`src/hcbp_pkg.sv`:
```
// Package for the Huffman code bit packer: shared widths, action codes and types.
// Used by every module of the block; depends on nothing.
package hcbp_pkg;

    localparam int CODE_W = 32;
    localparam int LEN_W = 6;
    localparam int SYM_W = 8;
    localparam int BYTE_W = 8;
    localparam int PART_W = 7;
    localparam int ACC_W = 39;
    localparam int TOTAL_W = 6;
    localparam int ACTION_W = 2;
    localparam int QUEUE_DEPTH = 2;
    localparam int QPTR_W = 1;
    localparam int QCNT_W = 2;

    localparam logic [ACTION_W-1:0] ACT_LOAD = 2'd0;
    localparam logic [ACTION_W-1:0] ACT_ENCODE = 2'd1;
    localparam logic [ACTION_W-1:0] ACT_FLUSH = 2'd2;

    typedef struct packed {
        logic              flush;
        logic [CODE_W-1:0] code;
        logic [LEN_W-1:0]  len;
    } hcbp_entry_t;

    typedef struct packed {
        logic               busy;
        logic [TOTAL_W-1:0] pending;
    } hcbp_stat_t;

endpackage

```
`src/hcbp_queue.sv`:
```
// Two-entry queue between the front end and the packing back end.
// Depends on hcbp_pkg.
module hcbp_queue (
    input  logic                        clk,
    input  logic                        rst_n,
    input  logic                        push_valid,
    output logic                        push_ready,
    input  hcbp_pkg::hcbp_entry_t       push_entry,
    output logic                        pop_valid,
    input  logic                        pop_ready,
    output hcbp_pkg::hcbp_entry_t       pop_entry,
    output logic [hcbp_pkg::QCNT_W-1:0] count
);
    import hcbp_pkg::*;

    hcbp_entry_t         slots [QUEUE_DEPTH];
    logic [QPTR_W-1:0]   wr_ptr_reg;
    logic [QPTR_W-1:0]   rd_ptr_reg;
    logic [QCNT_W-1:0]   count_reg;
    logic                do_push;
    logic                do_pop;

    assign push_ready = (count_reg != QCNT_W'(QUEUE_DEPTH));
    assign pop_valid = (count_reg != '0);
    assign do_push = push_valid && push_ready;
    assign do_pop = pop_valid && pop_ready;
    assign pop_entry = slots[rd_ptr_reg];
    assign count = count_reg;

    always_ff @(posedge clk or negedge rst_n)
    begin
        if (!rst_n)
        begin
            wr_ptr_reg <= '0;
            rd_ptr_reg <= '0;
            count_reg <= '0;
        end
        else
        begin
            if (do_push)
            begin
                wr_ptr_reg <= wr_ptr_reg + 1'b1;
            end
            if (do_pop)
            begin
                rd_ptr_reg <= rd_ptr_reg + 1'b1;
            end
            if (do_push && !do_pop)
            begin
                count_reg <= count_reg + 1'b1;
            end
            else if (do_pop && !do_push)
            begin
                count_reg <= count_reg - 1'b1;
            end
        end
    end

    always_ff @(posedge clk)
    begin
        if (do_push)
        begin
            slots[wr_ptr_reg] <= push_entry;
        end
    end

endmodule

```
`config.mk`:
```
export PLATFORM = sky130hd
export DESIGN_NAME = hcbp_queue
export DESIGN_NICKNAME = d
export VERILOG_FILES = /design/src/hcbp_pkg.sv /design/src/hcbp_queue.sv
export SDC_FILE = /design/constraint.sdc
export NUM_CORES = 1
export LEC_CHECK = 0
export ABC_AREA = 1
export BUFFER_PORTS_ARGS = -buffer_cell sky130_fd_sc_hd__clkbuf_2
export CORE_MARGIN = 1
export CORE_UTILIZATION = 51
export CTS_CLUSTER_SIZE = 8
export DETAILED_ROUTE_END_ITERATION = 10
export GPL_TIMING_DRIVEN = 0
export PLACE_DENSITY = 0.8
export SETUP_SLACK_MARGIN = 0.2
export SLEW_MARGIN = 20
export SYNTH_ARGS = -nofsm -noshare
export SYNTH_HDL_FRONTEND = slang
export SYNTH_SLANG_ARGS = --single-unit
```
`constraint.sdc`:
```
create_clock -name clk -period 3.05 [get_ports clk]
set_input_delay 0.61 -clock clk [delete_from_list [all_inputs] [get_ports clk]]
set_output_delay 0.61 -clock clk [all_outputs]
set_load 0.02 [all_outputs]
```
==> results.cfg <==
[status]
status = completed

[routing]
drtPass1Iterations = 4
num_vias = 1946
antenna_left = 0
drc_errors = 0
vias_per_cell = 4.73
wl_mm = 5.06
drt_iter0_drc = 94
wl_per_cell_um = 12.3

[synthesis]
async_reset_ff_share_pct = 4.88
ys_ff_latch = 82
synth_top_area_cell = edfxtp_1
yosys.cell_count.top_type = nand2_1
synth.top_cell.area_share_pct = 74.4
ys_seq_area_share_pct = 77.6
synth-edff-count = 78
ys_top_cells_by_count = nand2_1, edfxtp_1, buf_6, dfrtp_1, inv_1
dominantRegCellSynth = edfxtp_1
synth.area.top_cells = edfxtp_1, nand2_1, dfrtp_1
synth.avg_cell_area_um2 = 13.5
netlist_area_um2 = 3150
synthCells = 233
ys.warnings.count = 0
syn_nets = 277
ys_types = 17

[worst_setup_path]
critPathMaxStageDelay_ns = 0.38
crit_type = flop to primary output
crit_required_ns = 2.44
worstPathMaxFanout = 10
crit_family = buffers and inverters
critPathBufInv = 4
cp_data_arrival_time_ns = 1.35
cp-start-kind = flop
crit_chain = buf_6 > inv_8 > buf_6 > nand2_1 > nand2_1 > clkbuf_2
endpoint_kind = primary output
critPathSlowestCell = dfrtp_1

[clock_tree]
cts_resized = 0
insertion_delay_ns = 0.34
cts_tree = built
path_clk_slew_ns = 0.08
cts.sinks = 82
clk_path_buf_depth = 2
ctsHoldBuffers = 0
cts_made_buffers = 9
cts_setup_buffers = 0
cts_root_buf = clkbuf_8
h-tree-depth = 3

[power_and_ir_drop]
p_leak_uw = 0.00175
switchingPower_uw = 1510
p_seq_share_pct = 40.5
power_density_nw_per_um2 = 1020
power.internal_uw = 2500
pwr-share-comb_pct = 40.8
swShare_pct = 37.7
ir_drop_mv = 0.527
clkPwrFrac_pct = 18.7

[timing]
period_share_pct = 64.4
final-setup-viol-count = 0
slew_viol_final = 0
slew_headroom_pct = 58.3
finalHoldViolCount = 0
skew_ns = 0.00896
max_freq_mhz = 509
rsz0062_at_grt = false
worst_pin_slew_ns = 0.624
setup_slack_ns = 1.09
period_needed_ns = 1.96
setup_tns_ns = 0

[layout]
fin_nets = 375
largest_reg_flops = 78
finalCoreUtilization_pct = 66.1
n_fill_cell = 464
layout-drive-gt1-share_pct = 36.0
diodes = 0
area_delta_synth_final_pct = 24.9

[place]
hpwl_mm = 3.50
io_buffers = 85
dp_slack_ns = 1.17
place.gp.congestion = 0.660

[worst_hold_path]
hold_class = input pin to async pin

[grt]
antenna_found_initial = 0
grt_pass1_wl_mm = 8.17
grt_pass1_vias = 1877
grt_start_max_net_pins = 22
grt-ovfl-total = 0
grt_usage_pct = 17.5

[floorplan]
start_util_pct = 52.9
core_um2 = 5960
die_h_um = 80.6
die_area_um2 = 6490
ios = 86
die_w_um = 80.6
rows = 28

[job]
max-cap-violations = 0
-- worst paths after layout --
| kind | from | to | slack, ns | depth (start not counted) |
|---|---|---|---|---|
| worst max-delay path | rd_ptr_reg | pop_entry[33] | 1.09 | 6 |
| worst min-delay path | rst_n | count[1] | 0.07 | 1 |
| worst max register to register | count[0] | slots[1][31] | 1.33 | 5 |
| worst min register to register | count[0] | count[0] | 0.56 | 1 |
| max in group asynchronous | rst_n | rd_ptr_reg | 2.85 | 1 |
| min in group clk | push_entry[35] | slots[1][35] | 0.46 | 1 |
-- power by group through the flow --
| stage | Clock, µW | Sequential (µW) | Combinational (µW) |
|---|---|---|---|
| global route | 816 | 1640 | 1810 |
| global placement | 0 | 1650 | 1560 |
| detailed placement | 0 | 1650 | 1660 |
| finish | 750 | 1620 | 1630 |
| CTS | 764 | 1620 | 1660 |
| floorplan | 0 | 1660 | 1090 |
-- cell usage in the layout, fill, tap and decap left out --
cell type   count
edfxtp_1       78
buf_16          2
clkinv_1        1
clkinvlp_4      2
nand2_1       123
clkinv_2        1
xor2_2          1
buf_6           8
inv_1           4
inv_2           2
clkbuf_8       10
xnor2_1         1
bufinv_16       1
clkbuf_2       85
nand2_4         3
inv_8           1
dfrtp_1         4
nand3_1         1
nand3_2         1
buf_8           1
clkbuf_1        1
nor2_4          2
nand4_1         1
nand2_2         1
ha_1            1
-- cells by family (layout without fill, tap and decap cells) --
family	after synthesis	count (layout)	synth area share (%)
simple gates	132	132	16.8
flops	82	82	77.6
buf+inv	16	119	4.41
xor+xnor	2	2	0.795
fa+ha+maj	1	1	0.397
-- cell type report --
class                           instances  area [µm²]  share of cell area (%)
Multi-Input combinational cell        135         583                    14.8
Sequential cell                        82        2440                    62.1
Clock buffer                           11         141                    3.59
Clock inverter                          5        53.8                    1.37
Inverter                                7        33.8                   0.859
Timing Repair Buffer                   87         480                    12.2
Buffer                                  9         105                    2.67
Tap cell                               75        93.8                    2.39
-- routing by layer --
layer	GRT usage (%)	part of all wire, %	up-vias
li1	-	-	970
met1	19.1	39	909
met2	32.0	54	57
met3	3.86	4.8	10
met4	8.04	1.9	0
met5	0	0	-
-- per-stage QoR --
stage	cell area [µm²]	cells	hold WS [ns]	total power (µW)
final	3930	411	0.0677	4000
after global routing	3930	411	0.0609	4260
after floorplan	3150	233	0.314	2740
after global placement	3670	393	0.423	3210
after CTS	3930	411	0.0589	4050
after detailed placement	3740	395	0.427	3310
No activity file was read; power rests on OpenSTA's default activity.
