<file path="config.mk">
export PLATFORM = sky130hd
export DESIGN_NAME = hcbp_back
export DESIGN_NICKNAME = d
export VERILOG_FILES = /design/src/hcbp_pkg.sv /design/src/hcbp_back.sv
export SDC_FILE = /design/constraint.sdc
export NUM_CORES = 1
export LEC_CHECK = 0
export BUFFER_PORTS_ARGS = -buffer_cell sky130_fd_sc_hd__buf_2
export CAP_MARGIN = 20
export CORE_ASPECT_RATIO = 1.2
export CORE_MARGIN = 4
export CORE_UTILIZATION = 60
export DETAILED_ROUTE_END_ITERATION = 12
export HOLD_SLACK_MARGIN = 0.05
export PLACE_DENSITY = 0.79
export SLEW_MARGIN = 10
export SYNTH_ARGS = -nofsm -noshare
export SYNTH_HDL_FRONTEND = slang
export SYNTH_SLANG_ARGS = --single-unit
</file>
<file path="constraint.sdc">
create_clock -name clk -period 9.8 [get_ports clk]
set_clock_uncertainty 0.1 [all_clocks]
set_input_delay 1.47 -clock clk [delete_from_list [all_inputs] [get_ports clk]]
set_output_delay 1.47 -clock clk [all_outputs]
set_load 0.02 [all_outputs]
</file>
<file path="src/hcbp_pkg.sv">
// Package for the Huffman code bit packer: shared widths, action codes and types.
// Used by every module of the block; depends on nothing.
package hcbp_pkg;

    localparam int CODE_W = 32;
    localparam int LEN_W = 6;
    localparam int SYM_W = 8;
    localparam int BYTE_W = 8;
    localparam int PART_W = 7;
    localparam int ACC_W = 39;
    localparam int TOTAL_W = 6;
    localparam int ACTION_W = 2;
    localparam int QUEUE_DEPTH = 2;
    localparam int QPTR_W = 1;
    localparam int QCNT_W = 2;

    localparam logic [ACTION_W-1:0] ACT_LOAD = 2'd0;
    localparam logic [ACTION_W-1:0] ACT_ENCODE = 2'd1;
    localparam logic [ACTION_W-1:0] ACT_FLUSH = 2'd2;

    typedef struct packed {
        logic              flush;
        logic [CODE_W-1:0] code;
        logic [LEN_W-1:0]  len;
    } hcbp_entry_t;

    typedef struct packed {
        logic               busy;
        logic [TOTAL_W-1:0] pending;
    } hcbp_stat_t;

endpackage

</file>
<file path="src/hcbp_back.sv">
// Back end: bit accumulator that merges codes and emits bytes one per cycle when not stalled.
// Depends on hcbp_pkg; drains hcbp_queue and drives the output register.
module hcbp_back (
    input  logic                        clk,
    input  logic                        rst_n,
    input  logic                        pop_valid,
    output logic                        pop_ready,
    input  hcbp_pkg::hcbp_entry_t       pop_entry,
    output logic                        out_valid,
    input  logic                        out_ready,
    output logic [hcbp_pkg::BYTE_W-1:0] out_byte,
    output logic                        out_last,
    output hcbp_pkg::hcbp_stat_t        stat
);
    import hcbp_pkg::*;

    localparam logic ST_IDLE = 1'b0;
    localparam logic ST_EMIT = 1'b1;

    logic               state_reg;
    logic               state_next;
    logic [ACC_W-1:0]   acc_reg;
    logic [ACC_W-1:0]   acc_next;
    logic [TOTAL_W-1:0] total_reg;
    logic [TOTAL_W-1:0] total_next;
    logic               ovalid_reg;
    logic               ovalid_next;
    logic [BYTE_W-1:0]  obyte_reg;
    logic [BYTE_W-1:0]  obyte_next;
    logic               olast_reg;
    logic               olast_next;

    logic [2:0]         pcount;
    logic [BYTE_W-1:0]  pmask;
    logic [PART_W-1:0]  part;
    logic [3:0]         pad_shift;
    logic [BYTE_W-1:0]  padded;
    logic [TOTAL_W-1:0] remain;
    logic               do_pop;
    logic               can_emit;

    assign pcount = total_reg[2:0];
    assign pmask = (BYTE_W'(1) << pcount) - BYTE_W'(1);
    assign part = acc_reg[PART_W-1:0] & pmask[PART_W-1:0];
    assign pad_shift = 4'd8 - {1'b0, pcount};
    assign padded = BYTE_W'({1'b0, part} << pad_shift);
    assign remain = total_reg - TOTAL_W'(BYTE_W);
    assign pop_ready = (state_reg == ST_IDLE);
    assign do_pop = pop_valid && pop_ready;
    assign can_emit = !ovalid_reg || out_ready;

    always_comb
    begin
        state_next = state_reg;
        acc_next = acc_reg;
        total_next = total_reg;
        ovalid_next = ovalid_reg && !out_ready;
        obyte_next = obyte_reg;
        olast_next = olast_reg;
        case (state_reg)
            ST_IDLE:
            begin
                if (do_pop)
                begin
                    if (pop_entry.flush)
                    begin
                        acc_next = ACC_W'(padded);
                        total_next = (pcount != 3'd0) ? TOTAL_W'(BYTE_W) : '0;
                    end
                    else
                    begin
                        acc_next = (ACC_W'(part) << pop_entry.len) | ACC_W'(pop_entry.code);
                        total_next = TOTAL_W'(pcount) + pop_entry.len;
                    end
                    if (total_next >= TOTAL_W'(BYTE_W))
                    begin
                        state_next = ST_EMIT;
                    end
                end
            end
            ST_EMIT:
            begin
                if (can_emit)
                begin
                    ovalid_next = 1'b1;
                    obyte_next = BYTE_W'(acc_reg >> remain);
                    olast_next = (remain < TOTAL_W'(BYTE_W));
                    total_next = remain;
                    if (remain < TOTAL_W'(BYTE_W))
                    begin
                        state_next = ST_IDLE;
                    end
                end
            end
            default:
            begin
                state_next = ST_IDLE;
            end
        endcase
    end

    always_ff @(posedge clk or negedge rst_n)
    begin
        if (!rst_n)
        begin
            state_reg <= ST_IDLE;
            acc_reg <= '0;
            total_reg <= '0;
            ovalid_reg <= 1'b0;
        end
        else
        begin
            state_reg <= state_next;
            acc_reg <= acc_next;
            total_reg <= total_next;
            ovalid_reg <= ovalid_next;
        end
    end

    always_ff @(posedge clk)
    begin
        obyte_reg <= obyte_next;
        olast_reg <= olast_next;
    end

    assign out_valid = ovalid_reg;
    assign out_byte = obyte_reg;
    assign out_last = olast_reg;
    assign stat.busy = (state_reg == ST_EMIT);
    assign stat.pending = total_reg;

endmodule

</file>
==> impl_metrics.tcl <==
set metrics [dict create \
    synth_xor_area_frac 0.0119 \
    hold_path.class "flop to flop" \
    wirelength_um 16400 \
    postSynthAreaPerCell_um2 8.31 \
    p_leak_uw 0.00218 \
    yosys_register_bits 56 \
    tns_ns 0 \
    r2r_end "acc_reg[12]" \
    io_buffers 60 \
    outcome "complete, no violations" \
    r2r_cells 11 \
    path_class "flop to flop" \
    end_kind "flop" \
    gp_congestion 1.03 \
    gr-total-overflow 0 \
    via_count 5234 \
    hold_buffers 0 \
    drt_iter0_drc 490 \
    h-tree-depth 2 \
    area_growth_pct 7.89 \
    ir_drop_mv 0.144 \
    largest_reg_flops 39 \
    reg2reg_from "total_reg[1]" \
    firstDrtPassIters 8 \
    syn-cell-area_um2 5130 \
    r2r_slack_ns 5.39 \
    cts_tree "yes" \
    grtUsageTotal 0.329 \
    worstPathRequired_ns 9.93 \
    synthCells 618 \
    clk_pin_slew_ns 0.12 \
    final_cell_mix "68 x nand2_1, 61 x a21oi_1, 60 x buf_2" \
    drc_errors 0 \
    clk_path_buf_depth 2 \
    cp_max_fo 52 \
    grt_antenna_before_repair 0 \
    setup_violations 0 \
    fin_hold_ws_ns 0.461 \
    ys_seq_area_frac 0.282 \
    report.final.slew_viol_count 0 \
    cap_viol_max_count 0 \
    p_per_area_nw_per_um2 340 \
    die_w_um 92.5 \
    hold_viol 0 \
    hp-start "acc_reg[35]" \
    synth_compound_area_frac 0.265 \
    yosys_warnings 0 \
    async_flop_share 0.839 \
    rows 36 \
    die_h_um 109 \
    num-nets-final 700 \
    postCtsSetupBuffers 0 \
    relSlewSlack 0.332 \
    grt_max_degree 61 \
    setup.worst_path.start_class "flop" \
    cts_resized 0 \
    initial_core_util 0.623 \
    design.core.area_um2 8240 \
    synth_top_family_by_area "compound AO/OA/AOI/OAI gates" \
    final_common_cell "nand2_1" \
    root_buffer "clkbuf_8" \
    yosys_most_used_dff "dfrtp_1" \
    cts_buffers 5 \
    die-area_um2 10100 \
    grt_pass1_wl_um 25900 \
    ioPinCount 61 \
    insertion_delay_ns 0.34 \
    wire_per_inst_um 21.5 \
    finalCoreUtilization 0.672 \
    vias_per_cell 6.90 \
    min_path_cells 2 \
    ant_nets 0 \
    min_to "acc_reg[35]" \
    dp_hpwl_um 12300 \
    synth-edff-count 9 \
    synth_simple_gate_area_frac 0.199 \
    crit_arrival_ns 4.54 \
    fmax_mhz 227 \
    rsz0062_at_grt "false" \
    fillers 698 \
    diodes 0 \
    fin_crit_sh 0.450 \
    synth_adder_area_share 0.0331 \
    period_needed_ns 4.41 \
    syn_nets 674 \
    grt_pass1_vias 4905 \
    synth_cell_types 69 \
    drive_gt1_frac 0.192 \
    synthMuxAreaShare 0.156 \
    cts_sinks 56 \
    tightest_slew_ns 0.998 \
]
-- worst max-delay path by stage --
stage / from / end / slack [ns] / cells past startpoint
after floorplan: total_reg[0] / acc_reg[6] / 6.41 / 13
after global placement: total_reg[1] / acc_reg[12] / 5.60 / 11
after detailed placement: total_reg[1] / acc_reg[8] / 5.45 / 12
after CTS: total_reg[1] / acc_reg[8] / 5.45 / 12
after global routing: total_reg[1] / acc_reg[23] / 4.99 / 12
final: total_reg[1] / acc_reg[12] / 5.39 / 11
-- metrics by stage --
step                      worst slack [ns]  power [uW]  instance area (um2)  std cells
final                                 5.39        1880                 5540        759
after global placement                5.60        1660                 5410        749
after detailed placement              5.45        1690                 5410        749
after CTS                             5.45        1840                 5510        757
after global routing                  4.99        2020                 5540        759
after floorplan                       6.41        1400                 5130        618
-- synth_stat cells, drive strengths merged (6+ instances only) --
library cell   n  area, um2
nor2b         13       81.3
edfxtp         9        270
clkbuf        26       97.6
inv           15       56.3
a22oi         13       97.6
nor3b         15        113
nor2          58        218
nor3          12       60.1
nand2         69        259
ha            12        150
o21ai         51        270
o211ai        13        103
a211oi        15        113
o221ai         6       52.6
mux4          17        383
mux2          15        173
a21oi         61        305
nand3          9       45.0
dfrtp         47       1180
nand2b        13       81.3
and3           7       43.8
mux2i         23        246
buf           22        115
a31oi         11       68.8
-- cells by family after synthesis --
kind of cell	count (synthesis)
buffers and inverters	65
AOI/OAI and AO/OA	209
xor gates and xnor gates	7
muxes	55
and+or+nand+nor	213
adders and majority gates	13
DFF	56
-- power breakdown --
part	internal, uW	switching [uW]	leakage [uW]
Clock	54.4	95.1	0.0000511
Sequential	346	142	0.000695
Combinational	520	727	0.00143
Total	920	964	0.00218
-- area by class of cell --
class	count	area, um2	area share
Timing Repair Buffer	67	373	0.0673
Tap cell	114	143	0.0257
Multi-Input combinational cell	497	3410	0.616
Inverter	17	63.8	0.0115
Sequential cell	56	1450	0.262
Clock buffer	5	68.8	0.0124
Clock inverter	3	28.8	0.00519
-- routing by layer --
metal	track usage	routed length, um	vias up
met5	0	0	-
met4	0.162	863	0
met3	0.0548	1630	72
met2	0.541	7610	346
met1	0.423	6260	2462
li1	-	-	2354
-- critical path: stages (launching register included) --
cell and delay [ns]:
dfrtp_2 1.04, clkinv_1 0.54, ha_1 0.41, ha_1 0.30, inv_1 0.11, ha_1 0.21
a21boi_0 0.13, o21ai_1 0.48, mux2i_2 0.20, a221oi_2 0.48, and2_1 0.23, o31ai_1 0.08
Note: power is estimated with default switching activity, not from simulation.
